## src/rtl/dcfb_pkg.sv

```systemverilog
`default_nettype none
package dcfb_pkg;

    typedef enum logic [1:0] {
        CMD_COST   = 2'd0,
        CMD_SUPPLY = 2'd1,
        CMD_DEMAND = 2'd2,
        CMD_RUN    = 2'd3
    } t_cmd;

    typedef struct packed {
        logic [1:0]  cmd;
        logic [2:0]  row;
        logic [2:0]  col;
        logic [19:0] value;
    } t_req;

    typedef struct packed {
        logic [2:0]  out_row;
        logic [2:0]  out_col;
        logic [39:0] flow;
        logic        last;
    } t_res;

    localparam logic [1:0] REG_DECAY  = 2'd0;
    localparam logic [1:0] REG_PASSES = 2'd1;
    localparam logic [1:0] REG_ORIG   = 2'd2;
    localparam logic [1:0] REG_DEST   = 2'd3;

    localparam logic [39:0] FLOW_MAX = 40'hFF_FFFF_FFFF;
    localparam logic [16:0] LOG2E_Q16 = 17'd94548;

    // 2^(-i/16), Q1.20
    function automatic logic [20:0] pow2_frac(input logic [4:0] idx);
        logic [20:0] t;
        unique case (idx)
            5'd0:  t = 21'd1048576;
            5'd1:  t = 21'd1004120;
            5'd2:  t = 21'd961548;
            5'd3:  t = 21'd920782;
            5'd4:  t = 21'd881744;
            5'd5:  t = 21'd844361;
            5'd6:  t = 21'd808563;
            5'd7:  t = 21'd774282;
            5'd8:  t = 21'd741455;
            5'd9:  t = 21'd710020;
            5'd10: t = 21'd679917;
            5'd11: t = 21'd651091;
            5'd12: t = 21'd623487;
            5'd13: t = 21'd597053;
            5'd14: t = 21'd571740;
            5'd15: t = 21'd547500;
            default: t = 21'd524288;
        endcase
        return t;
    endfunction

    typedef enum logic [3:0] {
        ST_IDLE,
        ST_EXP1,
        ST_EXP2,
        ST_EXP3,
        ST_SUM_RD,
        ST_SUM,
        ST_SCALE_RD,
        ST_SCALE_MUL,
        ST_SCALE_DIV,
        ST_SCALE_WR,
        ST_EMIT_RD,
        ST_EMIT
    } t_state;

endpackage
`default_nettype wire

```

## src/rtl/dcfb_div.sv

```systemverilog
`default_nettype none
// Restoring divider, one quotient bit a cycle: q = (a << 20) / b, saturating to 40 bits.
module dcfb_div (
    input  wire logic        i_clk,
    input  wire logic        i_rst_n,
    input  wire logic        i_start,
    input  wire logic [59:0] i_num,
    input  wire logic [47:0] i_den,
    output logic             o_done,
    output logic [39:0]      o_quot
);
    localparam int NBITS = 80;

    logic [79:0] r_num, n_num;
    logic [47:0] r_rem, n_rem;
    logic [79:0] r_quot, n_quot;
    logic [47:0] r_den;
    logic [6:0]  r_cnt, n_cnt;
    logic        r_busy, n_busy;
    logic [48:0] w_trial;

    always_comb begin
        n_num  = r_num;
        n_rem  = r_rem;
        n_quot = r_quot;
        n_cnt  = r_cnt;
        n_busy = r_busy;
        w_trial = {r_rem, r_num[79]};
        if (i_start) begin
            n_num  = {i_num, 20'd0};
            n_rem  = '0;
            n_quot = '0;
            n_cnt  = 7'(NBITS);
            n_busy = 1'b1;
        end else if (r_busy) begin
            n_num = {r_num[78:0], 1'b0};
            if (w_trial >= {1'b0, r_den}) begin
                n_rem  = 48'(w_trial - {1'b0, r_den});
                n_quot = {r_quot[78:0], 1'b1};
            end else begin
                n_rem  = w_trial[47:0];
                n_quot = {r_quot[78:0], 1'b0};
            end
            n_cnt = r_cnt - 7'd1;
            if (r_cnt == 7'd1) begin
                n_busy = 1'b0;
            end
        end
    end

    always_ff @(posedge i_clk) begin
        if (!i_rst_n) begin
            r_busy <= 1'b0;
            r_cnt  <= '0;
        end else begin
            r_busy <= n_busy;
            r_cnt  <= n_cnt;
        end
        r_num  <= n_num;
        r_rem  <= n_rem;
        r_quot <= n_quot;
        if (i_start) begin
            r_den <= i_den;
        end
    end

    assign o_done = r_busy && (r_cnt == 7'd1);
    // final quotient value computed from n_quot on completion
    assign o_quot = (n_quot[79:40] != 40'd0) ? dcfb_pkg::FLOW_MAX : n_quot[39:0];
endmodule
`default_nettype wire

```

## config.mk

```make
export PLATFORM = sky130hd
export DESIGN_NAME = dcfb_div
export DESIGN_NICKNAME = d
export VERILOG_FILES = /design/src/rtl/dcfb_pkg.sv /design/src/rtl/dcfb_div.sv
export SDC_FILE = /design/constraint.sdc
export NUM_CORES = 1
export LEC_CHECK = 0
export ABC_AREA = 0
export ABC_CLOCK_PERIOD_IN_PS = 4200
export BUFFER_PORTS_ARGS = -buffer_cell sky130_fd_sc_hd__clkbuf_2
export CAP_MARGIN = 5
export CORE_ASPECT_RATIO = 0.6
export CORE_MARGIN = 2
export CORE_UTILIZATION = 30
export CTS_CLUSTER_SIZE = 8
export DETAILED_ROUTE_END_ITERATION = 10
export GPL_ROUTABILITY_DRIVEN = 0
export GPL_TIMING_DRIVEN = 0
export PLACE_DENSITY = 0.49
export SLEW_MARGIN = 40
export SYNTH_ARGS = -nofsm -noshare
export SYNTH_HDL_FRONTEND = slang
export SYNTH_SLANG_ARGS = --single-unit
export TNS_END_PERCENT = 30
```

## constraint.sdc

```tcl
create_clock -name i_clk -period 4.2 [get_ports i_clk]
set_input_delay 0.21 -clock i_clk [delete_from_list [all_inputs] [get_ports i_clk]]
set_output_delay 0.21 -clock i_clk [all_outputs]
set_load 0.02 [all_outputs]
```

-- After elaboration in Yosys (flattened, before gate mapping)
Index checks and enable logic that the tools add are counted.
- add/sub/neg operators: 2
- $mul: 0
- div/mod/pow operators: 0
- $lt $le $gt $ge: 1
- equality and inequality tests: 1
- shifts and indexed selects: 0
- mux-type cells: 12
- bitwise logic cells: 1
- reduce and logical (&&, ||, !) cells: 4
- operators with widths (kind ; number):
    2-to-1 mux 80 bit ; 4
    greater-or-equal comparator 49 x 48 -> 1 bit ; 1
    2-to-1 mux 48 bit ; 1
    subtractor 48 bit ; 1
    2-to-1 mux 40 bit ; 1
    nonzero test 40 bit ; 1
    2-to-1 mux 7 bit ; 2
    equality test 7 x 1 -> 1 bit (second input constant) ; 1
    subtractor 7 x 1 -> 7 bit (second input constant) ; 1
    2-to-1 mux 1 bit ; 4
    nonzero test 2 bit ; 1
    OR reduction 2 bit ; 1
    logical AND 1 bit ; 1
    NOT 1 bit ; 1
- flip-flop bits (word level): 244
- bits in latches: 0
- RAM bits: 0
- memory bits (read-only): 0
- bits of input ports: 111
- output and inout port bits: 41
- logic and storage cells: 28
- memories: 0

-- Depth between registers and ports, before layout
Gate-level depths: netlist (run 1).
- depth in word-level cells: 6
- gate-level depth with buffers: 15
- depth with buffers taken out: 12

-- Least setup slack after synthesis (run 1)
Ideal clock, no wire load.
- kind: reg-to-reg
- from: register r_busy
- to: register r_num[20] (enable)
- library setup time: 0.414 ns
- arrival time: 2.808 ns
- required time: 3.786 ns
- slack: 0.978 ns
- cell stages (with the launch flop): 7
- buffers on the path: 4
- clock period less this slack: 3.222 ns
- cells stage by stage: dfxtp_1 clkbuf_1 buf_1 clkbuf_1 nor2_1 clkbuf_1 inv_1
- word-level cells in the longest chain between the ends: 1
- RTL lines (what ; line ; source):
    start: declaration ; dcfb_div.sv:19 ; logic r_busy, n_busy;
    start signal: assignment ; dcfb_div.sv:56 ; r_busy <= n_busy;
    nonzero test 2 bit (no source line) ; -- ;
    end signal: assignment ; dcfb_div.sv:59 ; r_num <= n_num;
    end: declaration ; dcfb_div.sv:14 ; logic [79:0] r_num, n_num;
No other way between the ends.
A chain may end at the register's enable or synchronous reset.

-- Final worst setup path (run 1)
- from: register r_num[79]
- to: register r_rem[46]
- word-level cells in the longest chain between the ends: 2
- elaborated cells on any way between the ends: 3
- those cells by class: 1 x add/sub; 1 x order compare; 1 x mux
- RTL lines (what ; line ; source):
    subtractor 48 bit / greater-or-equal comparator 49 x 48 -> 1 bit (equally long branches) ; dcfb_div.sv:38, dcfb_div.sv:37 ;
    2-to-1 mux 48 bit * ; dcfb_div.sv:37 ; if (w_trial >= {1'b0, r_den}) begin
    end signal: assignment ; dcfb_div.sv:60 ; r_rem <= n_rem;
    end: declaration ; dcfb_div.sv:15 ; logic [47:0] r_rem, n_rem;
Every way passes the cells marked *; elsewhere a longest branch is shown, timed or not.

==> impl_metrics.py, run 1 <==
metrics = {
    "outcome": {
        "status": "finished, final reports clean",
    },
    "global_route": {
        "antenna_found_initial": 0,
        "use_met3_pct": 3.264,
        "grt_pass1_vias": 10080,
        "grt.busiest_layer": "met1",
        "grt_pass1_wl_um": 57770,
        "track_usage_pct": 16.57,
        "grt_max_degree": 50,
        "overflow": 0,
        "grt_use_met2_pct": 22.49,
        "grtUsageMet1_pct": 26.37,
    },
    "power_and_ir_drop": {
        "power.total_uw": 6617,
        "clock_power_share_pct": 40.7,
        "p_int_uw": 4782,
        "combPwrFrac_pct": 18.2,
        "p_sw_share_pct": 27.74,
        "power.density_nw_per_um2": 406.0,
        "ir_drop_mv": 0.2856,
        "p_sw_uw": 1836,
        "seqPwrFrac_pct": 41.1,
        "power_leakage_uw": 0.006658,
    },
    "cts": {
        "clkLatencyLatePin_ps": 520,
        "tritoncts": "built",
        "clock-sinks": 244,
        "cts_buffers": 36,
        "htree_levels": 2,
        "clkTransAtPathRegs_ps": 50,
        "clockBufferDepth": 3,
        "clock_tree.root_cell": "clkbuf_16",
    },
    "logic_synthesis": {
        "ys_warn_count": 0,
        "synth_top_family_by_area": "compound AO/OA/AOI/OAI gates",
        "synth_adder_area_share_pct": 5.072,
        "synth_area_um2": 12730,
        "synth_compound_area_share_pct": 14.74,
        "synthXorXnorAreaFrac_pct": 2.546,
        "synth_flop_cell": "dfxtp_1",
        "postSynthRegisterBits": 244,
        "seq_area_frac_synth_pct": 46.87,
        "synth-simple-area-share_pct": 13.25,
        "syn_area_per_cell_um2": 9.898,
        "synth_mux_area_share_pct": 12.45,
        "yosysUniqueCellTypes": 70,
        "syn_nets": 1448,
        "synthCells": 1286,
        "ys_async_sr_fraction_pct": 0,
        "synth_edf_count": 108,
    },
    "placed_design": {
        "dp_hpwl_um": 26980,
        "dpl.cell_count": 2009,
        "io_buffers": 151,
    },
    "layout": {
        "final_layout_size_suffix_gt1_share_pct": 19.04,
        "layout_common_cells": "clkbuf_2, nor2_1, dfxtp_1",
        "layout.cells.non_filler": 2167,
        "finish.utilization_pct": 38.92,
        "areaGrowthSynthToFinish_pct": 28.04,
        "layout.nets": 1738,
        "layout_commonest_cell": "clkbuf_2",
        "antenna_cells": 0,
    },
    "setup_path": {
        "cp.arrival_ps": 4290,
        "critPathKind": "register to register",
        "crit_required_ps": 4560,
        "end_kind": "register",
        "crit_path_start_kind": "register",
        "crit_fanout": 3,
    },
    "route": {
        "drtPass1Iterations": 5,
        "first_iter_violations": 919,
        "viasPerCell": 4.907,
        "wl_um": 37370,
        "ant_nets": 0,
        "post-route-drc-count": 0,
        "dr_total_vias": 10630,
        "wire_per_inst_um": 17.24,
    },
    "timing": {
        "tightestPinTransition_ps": 821.6,
        "fin_crit_sh_pct": 93.58,
        "hold_viol_final": 0,
        "rsz0062_at_grt": "no",
        "fin_worst_skew_ps": 27.08,
        "finalSetupViolCount": 0,
        "slew-limit-headroom_pct": 44.36,
        "fmax_ghz": 0.2544,
        "fin_crit_ps": 3930,
        "tns_ps": 0,
        "drv_slew": 0,
    },
    "floorplanning": {
        "die-height_um": 163.6,
        "ios": 152,
        "coreArea_um2": 41870,
        "fp.dieArea_um2": 44150,
        "initial_core_util_pct": 30.40,
        "num_rows": 58,
        "die_w_um": 269.9,
    },
    "hold_path": {
        "hold_class": "primary input to register",
    },
    "flow_run": {
        "max_cap_viol_count": 0,
    },
}
[state kept, by name (all words and copies together), names as in the netlist]
signal,flops
r_busy,1
r_cnt,7
r_den,48
r_num,60
r_quot,80
r_rem,48
[per-layer routing]
layer | up-vias | routed length, um
li1 | 5227 | -
met1 | 5075 | 20030
met2 | 289 | 14570
met3 | 43 | 2238
met4 | 0 | 527
met5 | - | 0
[kinds of logic (layout without fill, tap and decap cells)]
logic type | count (synthesis) | after routing
and+or+nand+nor | 368 | 368
AOI/OAI and AO/OA | 281 | 281
DFF | 244 | 244
buffers and inverters | 154 | 465
muxes | 151 | 151
adders and majority gates | 51 | 51
xor gates and xnor gates | 37 | 37
[layout make-up]
| type | instances | area (um2) |
|---|---|---|
| buffer | 82 | 386.6 |
| clock buffer | 57 | 1011 |
| clock inverter | 2 | 17.52 |
| fill | 4214 | 25580 |
| inverter | 71 | 269.0 |
| multi-input combinational | 888 | 6132 |
| sequential | 244 | 5967 |
| tap | 570 | 713.2 |
| timing repair buffer | 253 | 1800 |
[metrics by stage]
| step | cell area [um2] | hold slack, ps | worst slack (ps) |
|---|---|---|---|
| after floorplan | 12730 | 308.9 | 977.5 |
| after global placement | 14200 | 388.3 | -1715 |
| after detailed placement | 14240 | 388.6 | 11.08 |
| after CTS | 16250 | 0.3202 | 10.57 |
| after global routing | 16300 | 4.076 | 37.98 |
| final | 16300 | 29.12 | 269.6 |
[synth_stat cells, drive strengths merged, types with 29 or more instances]
library cell / count / share of area [%]
a21oi: 58 / 2.3
a311oi: 29 / 2.3
buf: 32 / 1.5
clkbuf: 51 / 1.5
dfxtp: 136 / 21
edfxtp: 108 / 25
ha: 50 / 4.9
inv: 71 / 2.1
mux2: 59 / 5.2
mux2i: 92 / 7.2
nand2: 106 / 3.1
nor2: 145 / 4.3
o21ai: 95 / 3.7
[path summary, 6_finish.rpt]
kind	cells past startpoint	start	end	slack (ps)
hold / removal	2	i_num[40]	r_num[60]	30
setup reg to reg	12	r_num[79]	r_rem[46]	270
setup / recovery	12	r_num[79]	r_rem[46]	270
hold reg to reg	2	r_quot[0]	r_quot[0]	480
[power groups by stage]
stage	Clock [uW]	Sequential, uW	Combinational, uW
after floorplan	0	2740	788
after detailed placement	0	2760	1110
after global routing	2910	2730	1330
after CTS	2800	2710	1190
after global placement	0	2760	1100
final	2700	2720	1200
[worst max-delay path, stage by stage (launching register included)]
cell	delay, ps
edfxtp_1	490
inv_1	100
ha_1	200
fa_1	230
and2b_1	200
o2111ai_1	210
a31oi_1	160
o311ai_1	750
a31oi_1	300
a221oi_1	620
nor4_1	90
nor3_1	290
o21ai_0	130
[timing repair]
action / 4_1_cts / 5_1_grt
endpoints found under the hold margin: 98 / 0
setup endpoints to repair: 40 / 30
hold buffers: 96 / 0
buffers inserted: 0 / 3
pin swaps: 0 / 2
resized for setup: 8 / 9
Note: power is estimated with default switching activity, not from simulation.
==> inputs of run 2 (changes only) <==
--- a/config.mk
+++ b/config.mk
@@ -5,7 +5,7 @@
 export SDC_FILE = /design/constraint.sdc
 export NUM_CORES = 1
 export LEC_CHECK = 0
-export ABC_AREA = 0
+export ABC_AREA = 1
 export ABC_CLOCK_PERIOD_IN_PS = 4200
 export BUFFER_PORTS_ARGS = -buffer_cell sky130_fd_sc_hd__clkbuf_2
 export CAP_MARGIN = 5
@@ -16,9 +16,8 @@
 export DETAILED_ROUTE_END_ITERATION = 10
 export GPL_ROUTABILITY_DRIVEN = 0
 export GPL_TIMING_DRIVEN = 0
-export PLACE_DENSITY = 0.49
+export PLACE_DENSITY = 0.48
 export SLEW_MARGIN = 40
 export SYNTH_ARGS = -nofsm -noshare
 export SYNTH_HDL_FRONTEND = slang
 export SYNTH_SLANG_ARGS = --single-unit
-export TNS_END_PERCENT = 30
==> run 2 against run 1 <==
  * Combinational power shrank 52%
  * Sequential share of layout area shrank 2.5 points
  * Critical endpoint is now o_quot[0]
  * Design area grew 7.4%
==> impl_metrics.py, run 2 <==
metrics = {
    "setup_path": {
        "crit_fanout": 10,
        "crit_path_start_kind": "register",
        "cp.arrival_ps": 3740,
        "end_kind": "primary output",
        "critPathKind": "register to primary output",
        "crit_required_ps": 3990,
    },
    "logic_synthesis": {
        "synth_top_area_share_pct": 23.53,
        "synth_area_um2": 13780,
        "yosysMostFrequentCell": "nand2_1",
        "synth_flop_cell": "dfxtp_1",
        "postSynthRegisterBits": 244,
        "synth_edf_count": 108,
        "synth_top_area_cell": "edfxtp_1",
        "synthTopCellsByArea": "edfxtp_1, nand2_1, dfxtp_1",
        "synth_common_cells": "nand2_1, inv_1, dfxtp_1",
        "syn_nets": 2138,
        "synthCells": 1976,
        "ys_warn_count": 0,
        "yosysUniqueCellTypes": 41,
        "seq_area_frac_synth_pct": 43.28,
        "ys_async_sr_fraction_pct": 0,
        "syn_area_per_cell_um2": 6.976,
    },
    "route": {
        "wl_um": 42110,
        "wire_per_inst_um": 14.59,
        "drtPass1Iterations": 6,
        "ant_nets": 0,
        "dr_total_vias": 13200,
        "post-route-drc-count": 0,
        "viasPerCell": 4.574,
        "first_iter_violations": 1101,
    },
    "floorplanning": {
        "ios": 152,
        "die-height_um": 170.0,
        "fp.dieArea_um2": 47740,
        "coreArea_um2": 45040,
        "die_w_um": 280.7,
        "initial_core_util_pct": 30.60,
        "num_rows": 60,
    },
    "layout": {
        "layout_common_cells": "nand2_1, inv_1, clkbuf_2",
        "largest_reg_flops": 80,
        "top_register": "r_quot",
        "antenna_cells": 0,
        "layout_commonest_cell": "nand2_1",
        "fill_cells": 4751,
        "areaGrowthSynthToFinish_pct": 26.98,
        "reg.largest.list": "r_quot x80, r_num x60",
        "layout.nets": 2439,
        "final_layout_size_suffix_gt1_share_pct": 10.27,
        "layout.cells.non_filler": 2887,
    },
    "timing": {
        "hold_viol_final": 0,
        "fin_ws_ps": 254.5,
        "drv_slew": 0,
        "fin_crit_ps": 3945,
        "slew-limit-headroom_pct": 49.18,
        "fmax_ghz": 0.2535,
        "tightestPinTransition_ps": 762.4,
        "fin_worst_skew_ps": 41.81,
        "finalSetupViolCount": 0,
        "holdWs_ps": 364.4,
        "fin_crit_sh_pct": 93.94,
        "rsz0062_at_grt": "no",
    },
    "global_route": {
        "grt_max_degree": 50,
        "grtUsageMet1_pct": 27.78,
        "use_met3_pct": 3.968,
        "grt_pass1_wl_um": 66600,
        "grt.busiest_layer": "met1",
        "grt_use_met2_pct": 24.54,
        "antenna_found_initial": 0,
        "grt_pass1_vias": 12470,
        "track_usage_pct": 17.79,
        "overflow": 0,
    },
    "cts": {
        "clock_tree.root_cell": "clkbuf_16",
        "cts_setup_buffers": 0,
        "clkTransAtPathRegs_ps": 60,
        "clock-sinks": 244,
        "clockBufferDepth": 3,
        "tritoncts": "built",
        "cts_buffers": 36,
        "clkLatencyLatePin_ps": 560,
        "htree_levels": 2,
    },
    "placed_design": {
        "io_buffers": 151,
        "dp_hpwl_um": 32140,
        "pre_cts_ws_ps": 825.7,
        "dpl.cell_count": 2719,
    },
    "power_and_ir_drop": {
        "ir_drop_mv": 0.2247,
        "power.density_nw_per_um2": 339.9,
        "power_leakage_uw": 0.009078,
        "power.total_uw": 5950,
    },
    "flow_run": {
        "max_cap_viol_count": 0,
    },
    "outcome": {
        "status": "finished, final reports clean",
    },
    "hold_path": {
        "hold_class": "primary input to register",
    },
}
-- run 2: changes by cell type after synthesis, moves of 52 or more --
cell     change
nand2_1    +715
inv_1      +291
mux2i_1     -92
o21ai_0     -68
mux2_2      -59
o22ai_1     +52
-- run 2: critical path, stage by stage, from the launching register on --
cell and delay, ps:
edfxtp_1 360, inv_1 90, ha_1 280, a21oi_1 430, nand2_1 140, nand2_1 80
nand3_1 90, nand2_1 80, nand2_1 70, a21oi_2 530, nand3_2 190, buf_4 260
nand2_2 230, o211ai_2 140, clkbuf_2 180
-- run 2: worst paths after layout --
| kind | startpoint | end | slack [ps] | cells after the start |
|---|---|---|---|---|
| worst max-delay path | r_den[36] | o_quot[0] | 250 | 14 |
| worst min-delay path | i_den[36] | r_den[36] | 360 | 2 |
| worst max register to register | r_den[36] | r_rem[3] | 920 | 13 |
| worst min register to register | r_cnt[6] | r_cnt[6] | 470 | 2 |
-- run 2: layer usage --
layer / vias up / routed length [um]
li1: 6758 / -
met1: 6008 / 22360
met4: 0 / 612
met3: 54 / 3113
met5: - / 0
met2: 384 / 16030
-- run 2: repair_timing --
action | in CTS | in global routing
hold buffers | 109 | 0
resized for setup | 0 | 0
endpoints found under the setup margin | 0 | 0
endpoints found under the hold margin | 111 | 0
-- run 2: cell type report --
cell class              instances  area [um2]  area share (%)
well taps                     589       737.0           4.210
plain buffers                  61       317.8           1.816
clock inverters                 4       81.33          0.4647
multi-input cells            1305        6131           35.03
inverters                     366        1374           7.849
repair buffers                263        1924           10.99
clock buffers                  55       972.2           5.554
flip-flops and latches        244        5966           34.08
-- run 2: logic make-up after synthesis --
| logic type | Yosys count | synth area share [%] |
|---|---|---|
| AO/OA/AOI/OAI | 154 | 6.681 |
| XOR/XNOR | 25 | 1.588 |
| adder cells (fa/ha/maj) | 51 | 4.684 |
| buffers and inverters | 427 | 12.24 |
| flip-flops | 244 | 43.28 |
| AND/OR/NAND/NOR | 1075 | 31.52 |
-- run 2: through the flow --
| step | cell area (um2) | util (%) | setup TNS [ps] |
|---|---|---|---|
| 5_1_grt | 17500 | 38.86 | 0 |
| 3_5_place_dp | 15360 | 34.09 | 0 |
| 6_report | 17500 | 38.86 | 0 |
| 3_3_place_gp | 15280 | 33.92 | -109030 |
| 4_1_cts | 17500 | 38.85 | 0 |
| 2_1_floorplan | 13780 | - | 0 |
-- run 2: power breakdown --
group | switching, uW | internal [uW] | leakage, uW
Sequential | 32.3 | 2610 | 0.00218
Combinational | 343 | 235 | 0.00640
Clock | 1130 | 1600 | 0.000500
